===== config.mk =====
export PLATFORM = sky130hd
export DESIGN_NAME = rgb_to_ayuv3544_keyed_pixel
export DESIGN_NICKNAME = d
export VERILOG_FILES = /design/src/hdl/rayuv_pkg.sv /design/src/hdl/rgb_to_ayuv3544_keyed_pixel.sv /design/src/hdl/rayuv_mult.sv /design/src/hdl/rayuv_sum.sv /design/src/hdl/rayuv_quant.sv
export SDC_FILE = /design/constraint.sdc
export NUM_CORES = 1
export LEC_CHECK = 0
export CAP_MARGIN = 5
export CORE_MARGIN = 5
export CORE_UTILIZATION = 30
export DETAILED_ROUTE_END_ITERATION = 12
export DONT_BUFFER_PORTS = 1
export GPL_TIMING_DRIVEN = 0
export SLEW_MARGIN = 20
export SYNTH_ARGS = -nofsm -noshare
export SYNTH_HDL_FRONTEND = slang
export SYNTH_HIERARCHICAL = 1
export SYNTH_SLANG_ARGS = --single-unit

===== constraint.sdc =====
create_clock -name clk -period 5.14 [get_ports clk]
set_input_delay 0.257 -clock clk [delete_from_list [all_inputs] [get_ports clk]]
set_output_delay 0.257 -clock clk [all_outputs]
set_load 0.1 [all_outputs]

===== src/hdl/rayuv_pkg.sv =====
// rayuv_pkg: shared types and constants for the rgb to keyed ayuv 3:5:4:4 pixel pipeline
// q12 bt.601 coefficients, pipeline stage structs, quantiser limits
// no dependencies
package rayuv_pkg;

  // pixel component width
  localparam int unsigned COMP_W = 8;
  // q12 fraction bits
  localparam int unsigned Q_SHIFT = 12;
  // width of one coefficient-times-component product (all fit below 2^20)
  localparam int unsigned PROD_W = 20;
  // width of a signed sum, v spans roughly -2^17 .. 2^20
  localparam int unsigned SUM_W = 22;

  // q12 coefficient magnitudes, signs are applied in the adder stage
  localparam logic [11:0] CY_R = 12'd1225;
  localparam logic [11:0] CY_G = 12'd2404;
  localparam logic [11:0] CY_B = 12'd467;
  localparam logic [11:0] CU_R = 12'd602;
  localparam logic [11:0] CU_G = 12'd1184;
  localparam logic [11:0] CU_B = 12'd1786;
  localparam logic [11:0] CV_R = 12'd2519;
  localparam logic [11:0] CV_G = 12'd2109;
  localparam logic [11:0] CV_B = 12'd410;

  // +128 chroma offset in q12
  localparam logic [SUM_W-1:0] UV_OFFSET_Q = 22'sd524288;

  // near-white key thresholds
  localparam logic [COMP_W-1:0] KEY_RED_MIN   = 8'hf8;
  localparam logic [COMP_W-1:0] KEY_GREEN_MIN = 8'hfc;
  localparam logic [COMP_W-1:0] KEY_BLUE_MIN  = 8'hf8;

  // quantiser limits and rounding terms
  localparam logic [4:0] Y_TOP  = 5'd31;
  localparam logic [3:0] UV_TOP = 4'd15;
  localparam logic [8:0] Y_ROUND  = 9'd4;
  localparam logic [9:0] UV_ROUND = 10'd8;

  // 0xff quantised to 3 bits
  localparam logic [2:0] ALPHA_OPAQUE = 3'd7;
  localparam logic [2:0] ALPHA_CLEAR  = 3'd0;

  // configuration register indexes
  localparam logic [1:0] REG_KEY_ENABLE = 2'd0;
  localparam logic [1:0] REG_FORE_RED   = 2'd1;
  localparam logic [1:0] REG_FORE_GREEN = 2'd2;
  localparam logic [1:0] REG_FORE_BLUE  = 2'd3;

  // control travelling with each item
  typedef struct packed {
    logic valid;
    logic hit;
  } ctl_t;

  // stage 1 -> stage 2: products
  typedef struct packed {
    ctl_t              ctl;
    logic [PROD_W-1:0] yr;
    logic [PROD_W-1:0] yg;
    logic [PROD_W-1:0] yb;
    logic [PROD_W-1:0] ur;
    logic [PROD_W-1:0] ug;
    logic [PROD_W-1:0] ub;
    logic [PROD_W-1:0] vr;
    logic [PROD_W-1:0] vg;
    logic [PROD_W-1:0] vb;
  } prod_t;

  // stage 2 -> stage 3: q12 sums
  typedef struct packed {
    ctl_t                    ctl;
    logic signed [SUM_W-1:0] ys;
    logic signed [SUM_W-1:0] us;
    logic signed [SUM_W-1:0] vs;
  } sum_t;

endpackage


===== src/hdl/rgb_to_ayuv3544_keyed_pixel.sv =====
// rgb_to_ayuv3544_keyed_pixel: top level of the rgb to keyed ayuv 3:5:4:4 converter
// depends on rayuv_pkg, rayuv_mult, rayuv_sum, rayuv_quant
//
// usage
//   input channel: drive red, green, blue and raise start; an item is taken
//   at every rising edge where start is high and busy is low. busy is always
//   low, so one pixel can be taken in every cycle.
//   result channel: done is high for exactly one cycle per item, with
//   chroma_byte, alpha_luma_byte and keyed valid in that cycle. the receiver
//   has no way to stall, results simply flow out.
//   pipeline: each taken item goes through three register stages (constant
//   products, q12 sums, quantise and pack); throughput is one item per cycle.
//   configuration: cfg_valid / cfg_ready write channel, cfg_index picks the
//   register (0 key_enable, 1 fore_red, 2 fore_green, 3 fore_blue), cfg_data
//   is masked to the register width. cfg_ready is always high. write only
//   while no item is in flight.
//   reset: synchronous rst clears all registers but the output bytes and keyed
//   to 0 and empties the pipeline so no done pulse follows reset.
module rgb_to_ayuv3544_keyed_pixel (
  input  logic       clk,
  input  logic       rst,
  // pixel in
  input  logic       start,
  output logic       busy,
  input  logic [7:0] red,
  input  logic [7:0] green,
  input  logic [7:0] blue,
  // configuration writes
  input  logic       cfg_valid,
  output logic       cfg_ready,
  input  logic [1:0] cfg_index,
  input  logic [7:0] cfg_data,
  // result out
  output logic       done,
  output logic [7:0] chroma_byte,
  output logic [7:0] alpha_luma_byte,
  output logic       keyed
);

  // configuration registers
  logic       key_enable;
  logic [7:0] fore_red;
  logic [7:0] fore_green;
  logic [7:0] fore_blue;

  logic              in_accept;
  rayuv_pkg::prod_t  prod;
  rayuv_pkg::sum_t   sum;

  // fully pipelined, never back-pressures either channel
  assign busy      = 1'b0;
  assign cfg_ready = 1'b1;
  assign in_accept = start && !busy;

  // register file, one write per handshake
  always_ff @(posedge clk) begin
    if (rst) begin
      key_enable <= 1'b0;
      fore_red   <= '0;
      fore_green <= '0;
      fore_blue  <= '0;
    end else if (cfg_valid && cfg_ready) begin
      case (cfg_index)
        rayuv_pkg::REG_KEY_ENABLE: key_enable <= cfg_data[0];
        rayuv_pkg::REG_FORE_RED:   fore_red   <= cfg_data;
        rayuv_pkg::REG_FORE_GREEN: fore_green <= cfg_data;
        rayuv_pkg::REG_FORE_BLUE:  fore_blue  <= cfg_data;
        default: ;
      endcase
    end
  end

  // stage 1: constant products plus key hit
  rayuv_mult u_mult (
    .clk        (clk),
    .rst        (rst),
    .in_valid   (in_accept),
    .red        (red),
    .green      (green),
    .blue       (blue),
    .key_enable (key_enable),
    .fore_red   (fore_red),
    .fore_green (fore_green),
    .fore_blue  (fore_blue),
    .prod       (prod)
  );

  // stage 2: q12 sums with the chroma offset
  rayuv_sum u_sum (
    .clk  (clk),
    .rst  (rst),
    .prod (prod),
    .sum  (sum)
  );

  // stage 3: truncate, quantise, clamp, pack into the output register
  rayuv_quant u_quant (
    .clk             (clk),
    .rst             (rst),
    .sum             (sum),
    .done            (done),
    .chroma_byte     (chroma_byte),
    .alpha_luma_byte (alpha_luma_byte),
    .keyed           (keyed)
  );

  // every accepted item comes out as a done pulse
  a_latency : assert property (@(posedge clk) disable iff (rst)
    in_accept |-> ##3 done)
    else $error("accepted item did not produce a result after three cycles");

  // a result strobe always traces back to an accepted item
  a_no_phantom : assert property (@(posedge clk) disable iff (rst)
    done |-> $past(in_accept, 3))
    else $error("result strobe without a matching accepted item");

  // alpha field agrees with the keyed flag
  a_alpha_keyed : assert property (@(posedge clk) disable iff (rst)
    done |-> (keyed ? (alpha_luma_byte[7:5] == rayuv_pkg::ALPHA_CLEAR)
                    : (alpha_luma_byte[7:5] == rayuv_pkg::ALPHA_OPAQUE)))
    else $error("alpha does not match keyed flag");

endmodule


===== src/hdl/rayuv_mult.sv =====
// rayuv_mult: first pipeline stage, constant products and key detection
// depends on rayuv_pkg
module rayuv_mult (
  input  logic                           clk,
  input  logic                           rst,
  input  logic                           in_valid,
  input  logic [rayuv_pkg::COMP_W-1:0]   red,
  input  logic [rayuv_pkg::COMP_W-1:0]   green,
  input  logic [rayuv_pkg::COMP_W-1:0]   blue,
  input  logic                           key_enable,
  input  logic [rayuv_pkg::COMP_W-1:0]   fore_red,
  input  logic [rayuv_pkg::COMP_W-1:0]   fore_green,
  input  logic [rayuv_pkg::COMP_W-1:0]   fore_blue,
  output rayuv_pkg::prod_t               prod
);

  rayuv_pkg::prod_t prod_next;
  logic             fore_black;
  logic             near_white;
  logic             black;

  function automatic logic [rayuv_pkg::PROD_W-1:0] cmul(
    input logic [rayuv_pkg::COMP_W-1:0] c,
    input logic [11:0]                  k
  );
    logic [rayuv_pkg::PROD_W-1:0] p;
    p = rayuv_pkg::PROD_W'(c) * rayuv_pkg::PROD_W'(k);
    return p;
  endfunction

  always_comb begin
    fore_black = (fore_red == '0) && (fore_green == '0) && (fore_blue == '0);
    near_white = (red >= rayuv_pkg::KEY_RED_MIN) && (green >= rayuv_pkg::KEY_GREEN_MIN)
                 && (blue >= rayuv_pkg::KEY_BLUE_MIN);
    black      = (red == '0) && (green == '0) && (blue == '0);

    prod_next.ctl.valid = in_valid;
    prod_next.ctl.hit   = key_enable && (fore_black ? near_white : black);
    prod_next.yr = cmul(red,   rayuv_pkg::CY_R);
    prod_next.yg = cmul(green, rayuv_pkg::CY_G);
    prod_next.yb = cmul(blue,  rayuv_pkg::CY_B);
    prod_next.ur = cmul(red,   rayuv_pkg::CU_R);
    prod_next.ug = cmul(green, rayuv_pkg::CU_G);
    prod_next.ub = cmul(blue,  rayuv_pkg::CU_B);
    prod_next.vr = cmul(red,   rayuv_pkg::CV_R);
    prod_next.vg = cmul(green, rayuv_pkg::CV_G);
    prod_next.vb = cmul(blue,  rayuv_pkg::CV_B);
  end

  always_ff @(posedge clk) begin
    if (rst) begin
      prod <= '0;
    end else begin
      prod <= prod_next;
    end
  end

endmodule


===== src/hdl/rayuv_sum.sv =====
// rayuv_sum: second pipeline stage, signed q12 sums of the products
// depends on rayuv_pkg
module rayuv_sum (
  input  logic              clk,
  input  logic              rst,
  input  rayuv_pkg::prod_t  prod,
  output rayuv_pkg::sum_t   sum
);

  rayuv_pkg::sum_t sum_next;

  function automatic logic signed [rayuv_pkg::SUM_W-1:0] ext(
    input logic [rayuv_pkg::PROD_W-1:0] p
  );
    logic signed [rayuv_pkg::SUM_W-1:0] s;
    s = $signed({{(rayuv_pkg::SUM_W - rayuv_pkg::PROD_W){1'b0}}, p});
    return s;
  endfunction

  always_comb begin
    sum_next.ctl = prod.ctl;
    sum_next.ys  = ext(prod.yr) + ext(prod.yg) + ext(prod.yb);
    sum_next.us  = $signed(rayuv_pkg::UV_OFFSET_Q) + ext(prod.ub) - ext(prod.ur)
                   - ext(prod.ug);
    sum_next.vs  = $signed(rayuv_pkg::UV_OFFSET_Q) + ext(prod.vr) - ext(prod.vg)
                   - ext(prod.vb);
  end

  always_ff @(posedge clk) begin
    if (rst) begin
      sum <= '0;
    end else begin
      sum <= sum_next;
    end
  end

endmodule


===== src/hdl/rayuv_quant.sv =====
// rayuv_quant: third pipeline stage, truncation, quantising, clamping and packing
// depends on rayuv_pkg
module rayuv_quant (
  input  logic             clk,
  input  logic             rst,
  input  rayuv_pkg::sum_t  sum,
  output logic             done,
  output logic [7:0]       chroma_byte,
  output logic [7:0]       alpha_luma_byte,
  output logic             keyed
);

  logic [8:0] y_int;
  logic [8:0] u_int;
  logic [8:0] v_int;
  logic [8:0] y_rnd;
  logic [9:0] u_rnd;
  logic [9:0] v_rnd;
  logic [4:0] y_q;
  logic [3:0] u_q;
  logic [3:0] v_q;
  logic [2:0] alpha;

  always_comb begin
    // y and u sums are never negative, v clamps to zero below
    y_int = {1'b0, sum.ys[rayuv_pkg::Q_SHIFT +: 8]};
    u_int = {1'b0, sum.us[rayuv_pkg::Q_SHIFT +: 8]};
    v_int = sum.vs[rayuv_pkg::SUM_W-1] ? 9'd0 : sum.vs[rayuv_pkg::Q_SHIFT +: 9];

    y_rnd = y_int + rayuv_pkg::Y_ROUND;
    u_rnd = {1'b0, u_int} + rayuv_pkg::UV_ROUND;
    v_rnd = {1'b0, v_int} + rayuv_pkg::UV_ROUND;

    y_q = (y_rnd[8:3] > 6'(rayuv_pkg::Y_TOP)) ? rayuv_pkg::Y_TOP : y_rnd[7:3];
    u_q = (u_rnd[9:4] > 6'(rayuv_pkg::UV_TOP)) ? rayuv_pkg::UV_TOP : u_rnd[7:4];
    v_q = (v_rnd[9:4] > 6'(rayuv_pkg::UV_TOP)) ? rayuv_pkg::UV_TOP : v_rnd[7:4];

    alpha = sum.ctl.hit ? rayuv_pkg::ALPHA_CLEAR : rayuv_pkg::ALPHA_OPAQUE;
  end

  always_ff @(posedge clk) begin
    if (rst) begin
      done <= 1'b0;
    end else begin
      done <= sum.ctl.valid;
    end
    chroma_byte     <= {u_q, v_q};
    alpha_luma_byte <= {alpha, y_q};
    keyed           <= sum.ctl.hit;
  end

endmodule


# Word-level counts from Yosys, hierarchy flattened
# Cells that the tools add are included.
[totals] word_cells=83 out_inout_bits=20 romBits=0 latch_bits=0 register_bits=289 n_memories=0 in_bits=38 ramBits=0
[classes] bitwise=0 div_mod_pow=0 n_reduce_logical=18 n_shift=0 order_cmp=6 mul=9 addsub=11 eq_ne=3 mux=3
[op_table] cell="$logic_not 8->1" count=6
[op_table] cell="$sub 22x21->22" count=2
[op_table] cell="$add 20x20->20" count=2
[op_table] cell="$mul 8x12->20 const B" count=2
[op_table] cell="$sub 20x20->20" count=2
[op_table] cell="$mul 8x10->18 const B" count=2
[op_table] cell="$mul 8x9->17 const B" count=2
[op_table] cell="$ge 8x8->1 const B" count=3
[op_table] cell="$add 20x20->21 const A" count=1
[op_table] cell="$add 20x20->20 const A" count=1
[op_table] cell="$mul 8x11->19 const B" count=1
[op_table] cell="$mul 8x8->16 const B" count=1
[op_table] cell="$mul 8x6->14 const B" count=1
[op_table] cell="$gt 6x4->1 const B" count=2
[op_table] cell="$add 9x4->10 const B" count=1
[op_table] cell="$add 8x3->9 const B" count=1
[op_table] cell="$add 8x4->9 const B" count=1
[op_table] cell="$mux 9" count=1
[op_table] cell="$reduce_and 2->1" count=4
[op_table] cell="$logic_and 1x1->1" count=7
[op_table] cell="$gt 6x5->1 const B" count=1
[op_table] cell="$eq 2x2->1 const B" count=2
[op_table] cell="$mux 3" count=1
[op_table] cell="$eq 2x1->1 const B" count=1
[op_table] cell="other kinds (2)" count=2

# Depth between registers and ports, before layout
[logic_depth] ltp_word=5 depth_mapped=16 ltp_nobuf=15

# Modules after synthesis
# The synthesis kept the hierarchy.
[modules_own_cells] module="rayuv_mult" seq_area_each_um2=2962.8 area_each_um2=15324.7 instances=1 cells_per_inst=1633
[modules_own_cells] module="rayuv_sum" seq_area_each_um2=1361.3 area_each_um2=6652.6 instances=1 cells_per_inst=731
[modules_own_cells] module="rgb_to_ayuv3544_keyed_pixel" seq_area_each_um2=500.5 area_each_um2=1051.0 instances=1 cells_per_inst=97
[modules_own_cells] module="rayuv_quant" seq_area_each_um2=320.3 area_each_um2=703.2 instances=1 cells_per_inst=73

# Worst setup path after synthesis
# No wires, ideal clock.
[synth_timing] path_kind="input to register" from="input port red[5]" to="register u_mult/prod[51] (netlist name)" required_time_ps=5019 t_arrival_ps=3954 setup_ps=121 path_slack_ps=1065 stages=15 n_path_buf=0 cell_sequence="fa_1 inv_1 fa_1 inv_1 fa_1 inv_1 fa_1 inv_1 ha_1 o21ai_0 a21oi_1 o21a_1 or2_2 a31oi_1 mux2_2"
[synth_via] elab_chain_len=1
[synth_lines] item="start: declaration" line_no="rgb_to_ayuv3544_keyed_pixel.sv:25" source="input logic [7:0] red,"
[synth_lines] item="$mul 8x12->20" line_no="rayuv_mult.sv:27" source="p = rayuv_pkg::PROD_W'(c) * rayuv_pkg::PROD_W'(k);"
# Every way passes these cells.
# A chain may end at the register's enable or synchronous reset.

# Worst setup path after layout
[layout_timing] from="input port blue[1]" to="register u_mult/prod[14] (netlist name)"
[layout_via] elab_chain_len=1
[layout_lines] item="start: declaration" line_no="rgb_to_ayuv3544_keyed_pixel.sv:27" source="input logic [7:0] blue,"
[layout_lines] item="$mul 8x8->16" line_no="rayuv_mult.sv:27"
# Every way passes these cells.

==> out/qor.txt <==
Crit start category - input pin
Largest net degree at the start of global routing - 14
Seq. cell area - 4184 sq um
TritonCTS clock tree - built
Initial Utilization - 30.09%
Hold Crit Depth - 2
Fin crit period - 4.478 ns
Ys Warns - 6
Worst EP arrival - 4.78 ns
Initial antenna violation count - 2
Max VDD drop - 326.5 uV
Post-route cell area - 24220 sq um
CTS buffer count - 26
F_max - 223.3 MHz
Post_cts resized - 0
Fin util - 33.37%
# fillers - 7547
Leak - 12.05 nW
Core ar. - 72590 sq um
Max-slew violation count - 0
WL/cell - 16.39 microns
Hold Path Class - in2reg
Crit share post-route - 87.11%
Ant diodes - 0
Gr usage total - 14.07%
Final Hold Fails - 0
Max-cap violations - 0
IO Port Bufs - 0
Die width - 279.8 microns
Dpl hpwl - 46000 microns
Grt ovf - 0
Routed Antenna Nets - 0
Area occupied by multi-input gates - 15550 sq um
Fin nets - 3068
Drc violations - 0
Final WL - 55460 microns
DRT Pass-1 Iters - 5
Vias in the first global route - 15.65k
Pwr dens - 559.9 nW/um^2
# IOs - 58
Clock sink total - 209
Placer Congestion - 0.8736
Hold endpoint - u_mult/prod[103]
Vias - 15.62k
Clock transition at path regs - 0.06 ns
Worst Path Required - 5.44 ns
Clock latency on the worst-skew pair - 0.53 ns
RSZ-0062 raised after global routing - false
Worst r2r path cells - 12
Die ar. - 78290 sq um
Status - finished clean
Hold path startpoint - red[2]
Reg-to-reg slack, setup - 1.91 ns
Setup Skew - 0.01703 ns
Overall Power - 13.56 mW
FP Rows - 99
Mapped Area - 21840 sq um
Vias per cell - 4.616
Depth of the CTS H-tree - 1
Reg2reg end - u_sum/sum[18]
Syn avg cell area - 9.365 sq um
Root Buffer - clkbuf_16
Relative slew slack - 8.930%
Final setup viols - 0
Worst Tran Pin Value - 1.349 ns
Setup CP Type - in2reg
CTS Buffer Depth - 3
Beginning of the worst register-to-register path - u_mult/prod[42]
Initial drt markers - 817
First-pass GRT wire length - 86970 microns
Area growth from synthesis to layout - 10.90%
Setup TNS - 0 ns
Mapped Cells - 2332
Worst-path maximum fanout - 7
CP Capture Type - flop
Die Ht - 279.8 microns
Post-CTS Setup Bufs - 0
Post-DP Area - 23110 sq um
Layout cells sized above 1 - 5.817%
critical path, cell delays in order:
cell and delay (ns):
dlygate4sd3_1 0.57, inv_1 0.22, ha_1 0.39, ha_1 0.33
inv_1 0.05, fa_1 0.50, fa_1 0.55, inv_1 0.05
ha_1 0.31, o21ai_0 0.13, o21bai_1 0.14, a21oi_1 0.15
o311ai_0 1.15
stage by stage:
stage | std cells | hold WS, ns | setup slack [ns]
2_1_floorplan | 2352 | 0.3286 | 1.065
3_3_place_gp | 3311 | 0.3333 | 0.6968
3_5_place_dp | 3311 | 0.3357 | 0.6713
4_1_cts | 3383 | 0.008487 | 0.8814
5_1_grt | 3383 | 0.01655 | 0.6063
6_report | 3383 | 0.02262 | 0.6623
worst max-delay path by stage:
| stage | cells after the start | end | startpoint | slack (ns) |
|---|---|---|---|---|
| final | 13 | u_mult/prod[14] | blue[1] | 0.66 |
| after floorplan | 15 | u_mult/prod[51] | red[5] | 1.06 |
| after CTS | 13 | u_mult/prod[14] | blue[1] | 0.88 |
| after global routing | 13 | u_mult/prod[14] | blue[1] | 0.61 |
| after detailed placement | 12 | u_mult/prod[77] | blue[5] | 0.67 |
| after global placement | 12 | u_mult/prod[77] | blue[5] | 0.70 |
flip-flops by register name, indices dropped and copies added (netlist names), 6 cells and up:
signal,flops
fore_blue,8
fore_green,8
fore_red,8
u_mult/prod,148
u_quant/alpha_luma_byte,6
u_quant/chroma_byte,8
u_sum/sum,20
final cells by class:
class | instances | share of cell area, %
clock inverter | 14 | 0.5063
timing repair buffer | 24 | 0.9919
tap | 959 | 4.954
multi-input combinational | 1607 | 64.20
sequential | 209 | 17.28
buffer | 81 | 1.958
inverter | 455 | 7.052
clock buffer | 34 | 3.063
per-layer routing:
layer	track usage, %	share of wire [%]	up-vias	wire length (microns)
met5	0	0.023	-	13
met4	3.230	2.2	2	1240
met1	19.89	49	7483	26970
met3	1.467	3.5	52	1962
li1	-	-	7821	-
met2	23.31	46	258	25270
timing repair:
item,4_1_cts,5_1_grt
hold buffers,24,0
hold endpoints to repair,40,0
setup endpoints to repair,0,0
where the power goes:
group / leakage [nW] / total [mW] / switching, mW / internal, mW
clock network: 0.413 / 1.79 / 0.719 / 1.07
registers: 1.73 / 2.75 / 0.640 / 2.11
logic: 9.90 / 9.02 / 5.19 / 3.83
total: 12.0 / 13.6 / 6.55 / 7.02
layout by cell type (no fill, tap or decap), types with 8 or more instances in the layout:
cell type,count
ha_1,425
clkbuf_1,32
nand4_1,18
a21o_1,32
fa_1,201
a211oi_1,29
o21ai_0,59
clkbuf_16,27
o21bai_1,13
dfxtp_1,209
nand2b_1,45
conb_1,23
o21a_1,35
or2_2,8
a31oi_1,15
mux2i_1,32
inv_1,455
nor3_1,34
nand2_1,62
nor2_1,156
xor2_1,32
xnor2_1,47
nand3_1,18
buf_4,39
dlygate4sd3_1,24
nor2b_1,50
a21oi_1,87
and3_1,15
o31a_1,8
nor4_1,11
No activity file was read; power rests on OpenSTA's default activity.
